**src/rtl/psu_fifo.sv**
```systemverilog
// Short queue between the classifying front and the reconstructing back.
`default_nettype none
module psu_fifo #(
    parameter int WIDTH = 32,
    parameter int DEPTH = 4
) (
    input  wire logic             i_clk,
    input  wire logic             i_rst_n,
    input  wire logic             i_push,
    input  wire logic [WIDTH-1:0] i_data,
    output logic                  o_full,
    input  wire logic             i_pop,
    output logic                  o_empty,
    output logic      [WIDTH-1:0] o_data
);

    localparam int AW = (DEPTH > 1) ? $clog2(DEPTH) : 1;
    localparam int CW = $clog2(DEPTH + 1);

    logic [WIDTH-1:0] r_mem [DEPTH];
    logic [AW-1:0]    r_wptr;
    logic [AW-1:0]    r_rptr;
    logic [CW-1:0]    r_count;

    assign o_full  = (r_count == CW'(DEPTH));
    assign o_empty = (r_count == '0);
    assign o_data  = r_mem[r_rptr];

    // Store entries
    always_ff @(posedge i_clk) begin
        if (i_push) begin
            r_mem[r_wptr] <= i_data;
        end
    end

    // Advance pointers and occupancy
    always_ff @(posedge i_clk) begin
        if (!i_rst_n) begin
            r_wptr  <= '0;
            r_rptr  <= '0;
            r_count <= '0;
        end else begin
            if (i_push) begin
                r_wptr <= (r_wptr == AW'(DEPTH - 1)) ? '0 : AW'(r_wptr + 1'b1);
            end
            if (i_pop) begin
                r_rptr <= (r_rptr == AW'(DEPTH - 1)) ? '0 : AW'(r_rptr + 1'b1);
            end
            if (i_push && !i_pop) begin
                r_count <= CW'(r_count + 1'b1);
            end else if (!i_push && i_pop) begin
                r_count <= CW'(r_count - 1'b1);
            end
        end
    end

endmodule
`default_nettype wire

```
**config.mk**
```make
export PLATFORM = sky130hd
export DESIGN_NAME = psu_fifo
export DESIGN_NICKNAME = d
export VERILOG_FILES = /design/src/rtl/psu_fifo.sv
export SDC_FILE = /design/constraint.sdc
export NUM_CORES = 1
export LEC_CHECK = 0
export BUFFER_PORTS_ARGS = -buffer_cell sky130_fd_sc_hd__buf_2
export CORE_ASPECT_RATIO = 1.5
export CORE_UTILIZATION = 29
export DETAILED_ROUTE_END_ITERATION = 8
export SLEW_MARGIN = 30
export SYNTH_ARGS = -nofsm -noshare
export SYNTH_HDL_FRONTEND = slang
export SYNTH_SLANG_ARGS = --single-unit
```
**constraint.sdc**
```tcl
create_clock -name i_clk -period 1.6 [get_ports i_clk]
set_clock_uncertainty 0.05 [all_clocks]
set_input_delay 0.32 -clock i_clk [delete_from_list [all_inputs] [get_ports i_clk]]
set_output_delay 0.32 -clock i_clk [all_outputs]
set_load 0.05 [all_outputs]
```
==> results.tsv, run 1 <==
metric	value	unit
status	finished, violations left	
violations	setup timing	
final_cell_mix	128 x edfxtp_1, 35 x buf_2, 32 x mux4_2, 28 x buf_6, 18 x clkbuf_16	
arrival	1.75	ns
fp-row-count	59	
met3_usage	0.0378	
leakage	2.33	nW
finalPower	9.32	mW
seq_area_frac_synth	0.787	
cts_tree	built	
path_class	register to output pin	
busiest_layer	met2	
wl_per_cell	18.4	um
yosys.area.top_type	edfxtp_1	
cts_inserted_buffers	17	
dpl_worst_slack	-0.169	ns
final.setup.worst_slack	-0.518	ns
worstSetupStartpointType	register	
grt_start_max_net_pins	22	
fin_tns_setup	-15.39	ns
syn-num-nets	254	
grt_overflow	0	
core-area	0.0173	sq mm
place_congestion	0.681	
met2_usage	0.204	
rsz0062_at_grt	true	
initial_core_util	0.296	
track_usage	0.114	
mostFrequentLayoutCell	edfxtp_1	
clkLatencyLatePin	0.41	ns
via_count	2423	
ys_types	22	
wl	9940	um
grt_use_met1	0.123	
port_buffers	69	
fin_area	0.00676	sq mm
regArea	0.00403	sq mm
final_hold_viol_count	0	
cts_sinks	137	
clk_pin_slew_worst_paths	0.06	ns
nNetsFinal	357	
min_path_type	primary input to register	
die_height	165	um
io_pins	70	
timing.final.crit_share	1.32	
drc_errors	0	
postSynthAreaPerCell	24.2	sq um
synthCells	211	
initialDrtViolationCount	82	
setup_violations	32	
grt_pass1_wl	14900	um
yosysWarningCount	0	
dp_hpwl	6100	um
die_x	110	um
post-route-min-period	2.12	ns
ys_ff_latch	137	
endpoint_kind	output pin	
grt_pass1_vias	2646	
die-area	0.0182	sq mm
netlist_area	0.00512	sq mm
first_pass_iters	4	
via_per_inst	4.48	
clk_path_buf_depth	2	
antenna_left	0	
antenna_found_initial	1	
hold_buffers	0	
crit_fanout	5	
crit_required	1.23	ns
fin_cells	541	
multi_input_area	0.00101	sq mm
fin_util	0.391	
htree_num_levels	4	
hold-worst-slack	0.0721	ns
cts_root_buffer	clkbuf_16	
powerDensity	1380	mW/mm^2
yosys.area.top_type_share	0.751	
tightestPinTransition	0.355	ns
synthTopCellsByArea	edfxtp_1 75%, mux4_2 13%, dfxtp_1 3.5%	
layout-drive-gt1-share	0.514	
dp_cells	503	
vdd_drop_max	0.551	mV
maxCapViolCount	0	
nFillCells	1577	
timing.fmax	472	MHz
max_slew_margin	0.763	
drv_slew	0	
syn2layout_area_growth	32.2	%
post_dp_cell_area	0.00587	sq mm
[repair_timing]
item,in CTS,in global routing
pin swaps,0,1
gates cloned,2,1
setup buffers,2,1
endpoints found under the setup margin,34,34
gates resized for setup,69,6
[flip-flops by register name, summed over array words and instances (netlist names), named ones only]
name / flops
r_count: 3
r_rptr: 2
r_mem: 128
r_wptr: 2
[metal layers]
metal | vias up | part of all wire
met4 | 0 | 0.014
li1 | 1093 | -
met5 | - | 0
met1 | 1271 | 0.39
met2 | 50 | 0.56
met3 | 9 | 0.036
[power breakdown]
group	switching [mW]	leakage (nW)	total [mW]	internal [mW]
Combinational	0.787	0.808	1.33	0.548
Sequential	0.0677	1.25	4.17	4.10
Clock	1.61	0.275	3.82	2.21
Total	2.47	2.33	9.32	6.85
[cell families (layout without fill, tap and decap cells)]
family,after synthesis,in the layout,share of synthesized area
compound gates,3,3,0.00391
other cells,0,1,0
xor+xnor,2,2,0.00342
flops,137,137,0.787
mux,36,36,0.150
fa+ha+maj,7,7,0.0186
simple gates,15,15,0.0176
buf+inv,11,127,0.0198
[worst max-delay path, stage by stage, from the launching register on]
cell,delay [ns]
dfxtp_4,0.39
buf_12,0.12
buf_12,0.12
mux4_2,0.52
buf_6,0.17
[cell type report]
cell class                      instances  area share
Tap cell                              213      0.0394
Clock buffer                           17      0.0629
Antenna cell                            1    0.000370
Inverter                                4     0.00222
Sequential cell                       137       0.596
Multi-Input combinational cell         63       0.149
Clock inverter                         15      0.0233
Timing Repair Buffer                   91       0.126
[path summary, 6_finish.rpt]
check	start	to	slack, ns	cells past startpoint
worst min register to register	r_count[2]$_SDFFE_PN0P_	r_count[2]$_SDFFE_PN0P_	0.48	2
worst max register to register	r_count[0]$_SDFFE_PN0P_	r_count[2]$_SDFFE_PN0P_	0.12	4
worst max-delay path	register	o_data[5]	-0.52	4
worst min-delay path	i_data[0]	r_mem[2][0]$_DFFE_PP_	0.07	1
[cells in the mapped netlist]
master and n:
buf_6 1, mux4_2 30, or3_1 1, ha_1 6, inv_1 4, mux2i_1 4, nor2b_1 5, dfxtp_1 9
xnor2_1 1, nor2_1 1, o21ai_0 1, and2_1 5, nor3b_1 1, a21boi_0 1, fa_1 1, edfxtp_1 128
xor2_1 1, mux4_1 2, buf_12 3, nor3_1 2, buf_2 3, o21a_1 1
Note: power is estimated with default switching activity, not from simulation.
==> run 2: changes to the inputs <==
- CORE_UTILIZATION: 29 -> 51
- PLACE_DENSITY: default -> 0.75
==> run 2 against run 1 <==
Against the previous run: the run still ends with setup timing left; via count fell by 1.8%; die area is 43% lower; register-to-register slack is essentially flat; count of clock-buffer cells in the layout grew 2; sequential power about the same; combinational power barely moved; critical path type unchanged.
==> results.tsv, run 2 (synthesis results as in run 1) <==
metric	value	unit
cts_sinks	137	
hold_path_startpoint	i_data[16]	
io_pins	70	
r2r_end	r_mem[2][6]$_DFFE_PP_	
min_to	r_mem[3][16]$_DFFE_PP_	
cts_root_buffer	clkbuf_16	
timing.fmax	480	MHz
initial_core_util	0.528	
fin_cells	439	
r2r_start	r_wptr[0]$_SDFFE_PN0P_	
via_per_inst	5.42	
clkLatencyLatePin	0.40	ns
endpoint_kind	output pin	
r2r_slack	0.13	ns
cts_tree	built	
max_slew_margin	0.807	
track_usage	0.184	
drc_errors	0	
antenna_left	0	
arrival	1.71	ns
vdd_drop_max	0.942	mV
crit_chain	buf_12, mux4_2, buf_6	
largest_reg_flops	128	
antenna_found_initial	1	
timing.final.crit_share	1.30	
place_congestion	0.689	
clk_pin_slew_worst_paths	0.06	ns
syn2layout_area_growth	30.0	%
crit_required	1.23	ns
htree_num_levels	4	
clk_path_buf_depth	2	
mostFrequentLayoutCell	edfxtp_1	
grt_pass1_wl	13800	um
grt_overflow	0	
nFillCells	599	
dp_hpwl	5390	um
crit_fanout	8	
grt_start_max_net_pins	29	
final.setup.worst_slack	-0.482	ns
top_regs	r_mem: 128 flops, r_count: 3 flops	
path_class	register to output pin	
finalPower	9.44	mW
drv_slew	0	
cpMaxStageDelayCell	mux4_2	
final_cell_mix	128 x edfxtp_1, 35 x buf_2, 33 x buf_6, 32 x mux4_2, 18 x clkbuf_16	
min_path_cells	1	
worstSetupStartpointType	register	
via_count	2380	
die-area	0.0104	sq mm
core-area	0.00969	sq mm
nNetsFinal	353	
initialDrtViolationCount	161	
reg2reg_depth	4	
status	finished, violations left	
cp_slowest_stage_delay	0.53	ns
maxCapViolCount	0	
leakage	2.34	nW
setup_violations	32	
wl	8730	um
dp_cells	404	
port_buffers	69	
tightestPinTransition	0.290	ns
rsz0062_at_grt	true	
first_pass_iters	4	
min_path_type	primary input to register	
post-route-min-period	2.08	ns
powerDensity	1420	mW/mm^2
fp-row-count	44	
top_register	r_mem	
violations	setup timing	
wl_per_cell	19.9	um
die_x	83.8	um
layout-drive-gt1-share	0.489	
cts_inserted_buffers	17	
fin_tns_setup	-14.74	ns
grt_pass1_vias	2588	
die_height	125	um
final_hold_viol_count	0	
run 2: changes by cell type in the layout (fill, tap and decap cells not counted), sizes merged:
| cell | change |
|---|---|
| buf | -4 |
| bufinv | +3 |
| clkbuf | +2 |
| clkinv | +6 |
| clkinvlp | -3 |
| inv | -8 |
run 2: worst max-delay path, delay by kind of cell, from the launching register on:
kind                   cells  cell delay [ns]
buffers and inverters      2             0.34
muxes                      1             0.53
DFF                        1             0.43
run 2: where the power goes:
part	leakage [nW]	internal [mW]	switching [mW]	total [mW]
Combinational	0.792	0.547	0.771	1.32
Sequential	1.25	4.10	0.0721	4.17
Clock	0.296	2.59	1.35	3.95
run 2: area by class of cell:
cell class / instances / area, sq um / share of cell area
Antenna cell: 1 / 2.50 / 0.000376
Clock buffer: 19 / 433 / 0.0651
Clock inverter: 13 / 176 / 0.0265
Inverter: 4 / 15.0 / 0.00226
Multi-Input combinational cell: 63 / 1000 / 0.151
Sequential cell: 137 / 4030 / 0.606
Tap cell: 115 / 144 / 0.0216
Timing Repair Buffer: 87 / 847 / 0.127
run 2: metal layers:
layer / global-route usage / up-vias / part of all wire
met1: 0.211 / 1223 / 0.39
met2: 0.314 / 59 / 0.57
met4: 0.0818 / 0 / 0.012
met3: 0.0583 / 11 / 0.037
met5: 0 / - / 0
li1: - / 1087 / -
run 2: timing repair:
item,4_1_cts,5_1_grt
setup endpoints to repair,34,34
resized for setup,72,5
cloned,1,1
buffers inserted,2,0
hold buffers,0,0
pin swaps,0,1
run 2: worst max-delay path by stage:
| stage | endpoint | slack, ns | cells after the start |
|---|---|---|---|
| 2_1_floorplan | o_data[12] | -0.002 | 2 |
| 3_3_place_gp | o_data[13] | -0.12 | 3 |
| 3_5_place_dp | r_count[2]$_SDFFE_PN0P_ | -0.20 | 8 |
| 4_1_cts | o_data[6] | -0.54 | 4 |
| 5_1_grt | o_data[2] | -0.55 | 3 |
| 6_report | o_data[3] | -0.48 | 3 |
run 2: through the flow:
step,setup WS [ns],hold WS [ns],instance area [sq um],utilization
after floorplan,-0.00223,0.369,5140,-
after global placement,-0.117,0.447,5770,0.596
after detailed placement,-0.196,0.472,5770,0.596
after CTS,-0.536,0.0559,6650,0.686
after global routing,-0.545,0.0589,6650,0.686
final,-0.482,0.0761,6650,0.686
