**src/rtl/psu_pkg.sv**
```systemverilog
// Package: shared types, constants and the Paeth predictor for the scanline unfilter.
`default_nettype none
package psu_pkg;

    // Size defaults
    localparam int DEF_MAX_ROW_BYTES   = 16384;
    localparam int DEF_MAX_PIXEL_BYTES = 8;
    localparam int QUEUE_DEPTH         = 4;

    // Configuration port
    localparam int CFG_IDX_W  = 2;
    localparam int CFG_DATA_W = 16;
    localparam logic [CFG_IDX_W-1:0] CFG_PIXEL_BYTES = 2'd0;
    localparam logic [CFG_IDX_W-1:0] CFG_ROW_BYTES   = 2'd1;
    localparam logic [CFG_IDX_W-1:0] CFG_IMAGE_ROWS  = 2'd2;

    // Register widths and reset values
    localparam int PIX_W  = 4;
    localparam int ROWB_W = 15;
    localparam int ROWS_W = 16;
    localparam logic [PIX_W-1:0]  RST_PIXEL_BYTES = 4'd4;
    localparam logic [ROWB_W-1:0] RST_ROW_BYTES   = 15'd16384;
    localparam logic [ROWS_W-1:0] RST_IMAGE_ROWS  = 16'd1;

    // Highest legal filter type byte
    localparam logic [7:0] MAX_FILTER_CODE = 8'd4;

    typedef enum logic [2:0] {
        FLT_NONE  = 3'd0,
        FLT_SUB   = 3'd1,
        FLT_UP    = 3'd2,
        FLT_AVG   = 3'd3,
        FLT_PAETH = 3'd4,
        FLT_BAD   = 3'd5
    } t_filter;

    typedef struct packed {
        logic [7:0] in_byte;
        logic       image_start;
    } t_in;

    typedef struct packed {
        logic [7:0] out_byte;
        logic       row_end;
        logic       image_end;
        logic       bad_filter;
    } t_out;

    // Classified data byte handed from front to back
    typedef struct packed {
        logic [7:0] in_byte;
        t_filter    filter;
        logic       has_left;
        logic       has_above;
        logic       row_end;
        logic       image_end;
    } t_qctl;

    // Paeth predictor, ties go to left, then above, then upper left
    function automatic logic [7:0] paeth(input logic [7:0] a, input logic [7:0] b,
                                         input logic [7:0] c);
        logic signed [9:0] p;
        logic signed [9:0] da;
        logic signed [9:0] db;
        logic signed [9:0] dc;
        p  = $signed({2'b00, a}) + $signed({2'b00, b}) - $signed({2'b00, c});
        da = p - $signed({2'b00, a});
        db = p - $signed({2'b00, b});
        dc = p - $signed({2'b00, c});
        if (da < 0) da = -da;
        if (db < 0) db = -db;
        if (dc < 0) dc = -dc;
        if (da <= db && da <= dc) begin
            return a;
        end else if (db <= dc) begin
            return b;
        end else begin
            return c;
        end
    endfunction

endpackage
`default_nettype wire

```
**src/rtl/psu_front.sv**
```systemverilog
// Front: accepts stream bytes, latches filter types, tags data bytes with position.
`default_nettype none
module psu_front #(
    parameter int MAX_ROW_BYTES = 16384,
    parameter int XW            = 14
) (
    input  wire logic                        i_clk,
    input  wire logic                        i_rst_n,
    input  wire logic                        i_accept,
    input  wire psu_pkg::t_in                i_in,
    input  wire logic [psu_pkg::PIX_W-1:0]   i_pix,
    input  wire logic [psu_pkg::ROWB_W-1:0]  i_row_bytes,
    input  wire logic [psu_pkg::ROWS_W-1:0]  i_image_rows,
    output logic                             o_push,
    output logic      [XW-1:0]               o_x,
    output psu_pkg::t_qctl                   o_ctl
);
    import psu_pkg::*;

    localparam int CMPW = (XW + 1 > ROWB_W) ? XW + 1 : ROWB_W;

    logic              r_in_row;
    logic [XW-1:0]     r_x;
    logic [ROWS_W-1:0] r_row_count;
    t_filter           r_filter;

    logic              eff_in_row;
    logic [ROWS_W-1:0] eff_row;
    logic [CMPW-1:0]   rb_c;
    logic [ROWS_W-1:0] rows_c;
    logic              last_col;
    logic              last_row;

    // Clamp row geometry
    always_comb begin
        rb_c = CMPW'(i_row_bytes);
        if (rb_c == '0) begin
            rb_c = CMPW'(1);
        end else if (rb_c > CMPW'(MAX_ROW_BYTES)) begin
            rb_c = CMPW'(MAX_ROW_BYTES);
        end
        rows_c = (i_image_rows == '0) ? ROWS_W'(1) : i_image_rows;
    end

    // Classify the byte and build the queue entry
    always_comb begin
        eff_in_row = i_in.image_start ? 1'b0 : r_in_row;
        eff_row    = i_in.image_start ? '0 : r_row_count;
        last_col   = (CMPW'(r_x) + CMPW'(1)) >= rb_c;
        last_row   = ({1'b0, eff_row} + (ROWS_W + 1)'(1)) >= {1'b0, rows_c};

        o_push          = i_accept && eff_in_row;
        o_x             = r_x;
        o_ctl.in_byte   = i_in.in_byte;
        o_ctl.filter    = r_filter;
        o_ctl.has_left  = CMPW'(r_x) >= CMPW'(i_pix);
        o_ctl.has_above = (eff_row != '0);
        o_ctl.row_end   = last_col;
        o_ctl.image_end = last_col && last_row;
    end

    // Track row, column and filter type
    always_ff @(posedge i_clk) begin
        if (!i_rst_n) begin
            r_in_row    <= 1'b0;
            r_x         <= '0;
            r_row_count <= '0;
            r_filter    <= FLT_NONE;
        end else if (i_accept) begin
            if (!eff_in_row) begin
                r_filter    <= (i_in.in_byte <= MAX_FILTER_CODE) ?
                               t_filter'(i_in.in_byte[2:0]) : FLT_BAD;
                r_in_row    <= 1'b1;
                r_x         <= '0;
                r_row_count <= eff_row;
            end else if (last_col) begin
                r_in_row    <= 1'b0;
                r_row_count <= last_row ? '0 : ROWS_W'(eff_row + 1'b1);
            end else begin
                r_x <= XW'(r_x + 1'b1);
            end
        end
    end

endmodule
`default_nettype wire

```
**config.mk**
```make
export PLATFORM = sky130hd
export DESIGN_NAME = psu_front
export DESIGN_NICKNAME = d
export VERILOG_FILES = /design/src/rtl/psu_pkg.sv /design/src/rtl/psu_front.sv
export SDC_FILE = /design/constraint.sdc
export NUM_CORES = 1
export LEC_CHECK = 0
export ABC_AREA = 1
export ABC_CLOCK_PERIOD_IN_PS = 3610
export BUFFER_PORTS_ARGS = -buffer_cell sky130_fd_sc_hd__buf_2
export CELL_PAD_IN_SITES_DETAIL_PLACEMENT = 1
export CELL_PAD_IN_SITES_GLOBAL_PLACEMENT = 1
export CORE_ASPECT_RATIO = 1.25
export CORE_MARGIN = 2
export CORE_UTILIZATION = 31
export DETAILED_ROUTE_END_ITERATION = 12
export PLACE_DENSITY = 0.75
export SYNTH_ARGS = -nofsm -noshare
export SYNTH_HDL_FRONTEND = slang
export SYNTH_SLANG_ARGS = --single-unit
```
**constraint.sdc**
```tcl
create_clock -name i_clk -period 3.61 [get_ports i_clk]
set_input_delay 0.5415 -clock i_clk [delete_from_list [all_inputs] [get_ports i_clk]]
set_output_delay 0.5415 -clock i_clk [all_outputs]
set_load 0.05 [all_outputs]
```
==> flow_summary_export.csv <==
group,metric,value,unit
cts,hold_buffers,0,
placement,gp_congestion,0.909,
critical_path,critPathRequiredTime,3.07,ns
cts,cts_num_sinks,34,
placement,hpwl,10.4,mm
global_routing,grt_max_degree,34,
timing,fin_crit,3.51,ns
critical_path,cp_data_arrival_time,2.97,ns
timing,layout_worst_path_cycle_share,97.3,%
finish,drive_gt1_share,34.6,%
die,ios,77,
timing,rsz0062_at_grt,"yes",
die,rows,44,
drt,routed_wl,13.3,mm
finish,fin_area,0.00512,mm^2
flow_run,cap_violations,0,
critical_path,end_kind,"primary output",
timing,finalSetupViolCount,0,
global_routing,grtUsageTotal,20.3,%
drt,drc,0,
placement,placed_cells,854,
yosys,synth_top_family_by_area,"simple AND/OR/NAND/NOR gates",
finish,syn2layout_area_growth,39.0,%
yosys,synth_area,0.00368,mm^2
die,die_area,0.0128,mm^2
cts,root_buffer,"clkbuf_16",
yosys,synth_simple_gate_area_share,40.6,%
finish,nets,797,
finish,final_cells,873,
die,die_y,126,um
global_routing,grt_antenna_before_repair,0,
cts,numCtsBuffers,5,
pwr,ir_worst_vdd,0.000181,V
timing,drv_slew,0,
hold_path,hold_path_class,"reg -> reg",
die,die_x,101,um
drt,firstDrtPassIters,4,
finish,fin_util,44.1,%
yosys,synthDistinctLibCells,35,
yosys,synth_fp_nets,678,
yosys,synthMuxAreaShare,0,%
cts,cts.path.max_buffers,2,
yosys,synth_xor_xnor_area_share,3.81,%
run_status,outcome,"complete, no violations",
pwr,leakage,2.56,nW
pwr,p_per_area,247,mW/mm^2
timing,slew_headroom,48.5,%
die,core_area,0.0116,mm^2
timing,finalHoldViolations,0,
yosys,synth_compound_area_share,10.7,%
drt,drt_iter0_drc,134,
placement,numPortBuffers,76,
drt,antenna_left,0,
critical_path,startpoint_type,"primary input",
critical_path,setup.worst_path.class,"in -> out",
yosys,syn_inst,593,
cts,clk_pin_slew_worst_paths,0.05,ns
critical_path,crit_fanout,6,
cts,cts.htree.levels,2,
global_routing,grt_overflow,0,
cts,clkLatencyLatePin,0.28,ns
hold_path,hp-start,"o_x[4]",
global_routing,grt_first_pass_wirelength,21.0,mm
placement,post_dp_cell_area,0.00450,mm^2
timing,tightest_slew,0.772,ns
finish,diodes,0,
yosys,ys_ff_latch,34,
placement,pre_cts_ws,-0.205,ns
timing,setup_slack,0.0991,ns
drt,route.vias.total,4278,
yosys,ys_warn_count,0,
global_routing,grt_pass1_vias,4539,
drt,wl_per_cell,15.2,um
drt,viasPerCell,4.90,
yosys,ys_seq_area_share,18.5,%
yosys,synth-adder-area-share,12.9,%
critical_path,worstReg2RegStart,"r_row_count[0]",
yosys,syn_area_per_cell,6.21,um^2
cts,cts_tree,"done",
timing,finClkSkew,0.00823,ns
timing,whs,0.519,ns
critical_path,cp-startpoint,"i_in[0]",
timing,timing.fmax,285,MHz
die,start_util,31.7,%
-- layout by cell type (no fill, tap or decap), types with 3 or more instances in the layout --
cell         n
inv_1       83
xor2_2       3
xor2_1       9
ha_1        31
inv_2        6
nor3_2       4
nand3_1     21
nor2_2      14
dfxtp_2      5
o21ai_0      9
nand2_2     16
nand3_2     11
clkbuf_16    5
o21a_1       4
nor2_1      71
ha_4         7
nor4_1      11
nor2_4       9
buf_4       59
a21oi_1     39
nand2_1    135
nand4_1     11
dfxtp_1     29
nor3_4       4
a21oi_2     11
nor3_1       4
nor4_2       3
buf_2       73
-- what timing repair did --
action	in CTS	in global routing
endpoints found under the setup margin	2	2
buffers inserted	3	9
pin swaps	3	34
hold endpoints to repair	0	0
gates resized for setup	17	67
-- per-stage QoR --
| stage | TNS, ns | power (W) |
|---|---|---|
| 3_5_place_dp | -0.205 | 0.000740 |
| 3_3_place_gp | -0.0569 | 0.000726 |
| 6_report | 0 | 0.00127 |
| 4_1_cts | 0 | 0.00125 |
| 2_1_floorplan | 0 | 0.000622 |
| 5_1_grt | -0.0931 | 0.00132 |
-- layer usage --
layer	part of all wire (%)	global-route usage (%)	up-vias
met4	2.7	6.04	0
met5	0	0	-
met2	55	39.9	101
met1	39	22.2	2024
met3	3.4	2.16	26
li1	-	-	2127
-- final cells by class --
class	instances	area, um^2
inverter	91	352
fill	1549	6500
tap	161	201
sequential	34	687
multi-input combinational	444	2840
timing repair buffer	136	870
clock inverter	1	30.0
clock buffer	6	139
-- report_power, final --
group | switching [W] | total [W] | internal [W]
Sequential | 0.0000162 | 0.000409 | 0.000393
Clock | 0.000158 | 0.000498 | 0.000340
Combinational | 0.000227 | 0.000358 | 0.000131
Total | 0.000402 | 0.00127 | 0.000864
-- critical path, stage by stage --
cell and delay [ns]:
buf_6 0.13, buf_4 0.15, nor2_2 0.21, nand2_2 0.14, nor3_2 0.24, nand3b_1 0.12, nand2_1 0.12, inv_1 0.09
ha_4 0.27, nand2_1 0.07, nor4_2 0.27, nand3_1 0.13, nand2_2 0.10, nor2_4 0.05, a21boi_4 0.18, buf_8 0.17
-- flip-flops by register name (all words and copies together) (netlist names) --
name and count:
o_x 14, r_filter 3, r_row_count 16, r_in_row 1
-- path summary, 6_finish.rpt --
check	to	slack [ns]	cells after the start
worst max-delay path	o_ctl[0]	0.1	16
worst min-delay path	o_x[4]	0.52	2
worst max register to register	r_row_count[6]	0.39	21
worst min register to register	o_x[4]	0.52	2
-- cells by family (layout without fill, tap and decap cells) --
family	after synthesis	count (layout)
DFF	34	34
AOI/OAI and AO/OA	68	68
xor gates and xnor gates	16	16
adders and majority gates	38	38
buffers and inverters	115	234
and+or+nand+nor	322	322
-- cells in the mapped netlist (all sizes together) --
library cell / instances / share of area, %
nand2: 152 / 16
nor2: 94 / 11
inv: 91 / 9.4
a21oi: 50 / 7.7
ha: 38 / 13
dfxtp: 34 / 18
nand3: 33 / 5.8
buf: 17 / 3.4
nor4: 15 / 2.7
xor2: 13 / 3.1
nor3: 12 / 2.2
nand4: 11 / 1.9
o21ai: 11 / 1.5
clkbuf: 7 / 0.71
o21a: 4 / 0.82
xnor2: 3 / 0.71
nand3b: 2 / 0.41
a21boi: 1 / 0.20
a21o: 1 / 0.20
a41o: 1 / 0.27
nor3b: 1 / 0.34
or2: 1 / 0.17
or3: 1 / 0.17
Power figures use the tool's default switching activity.
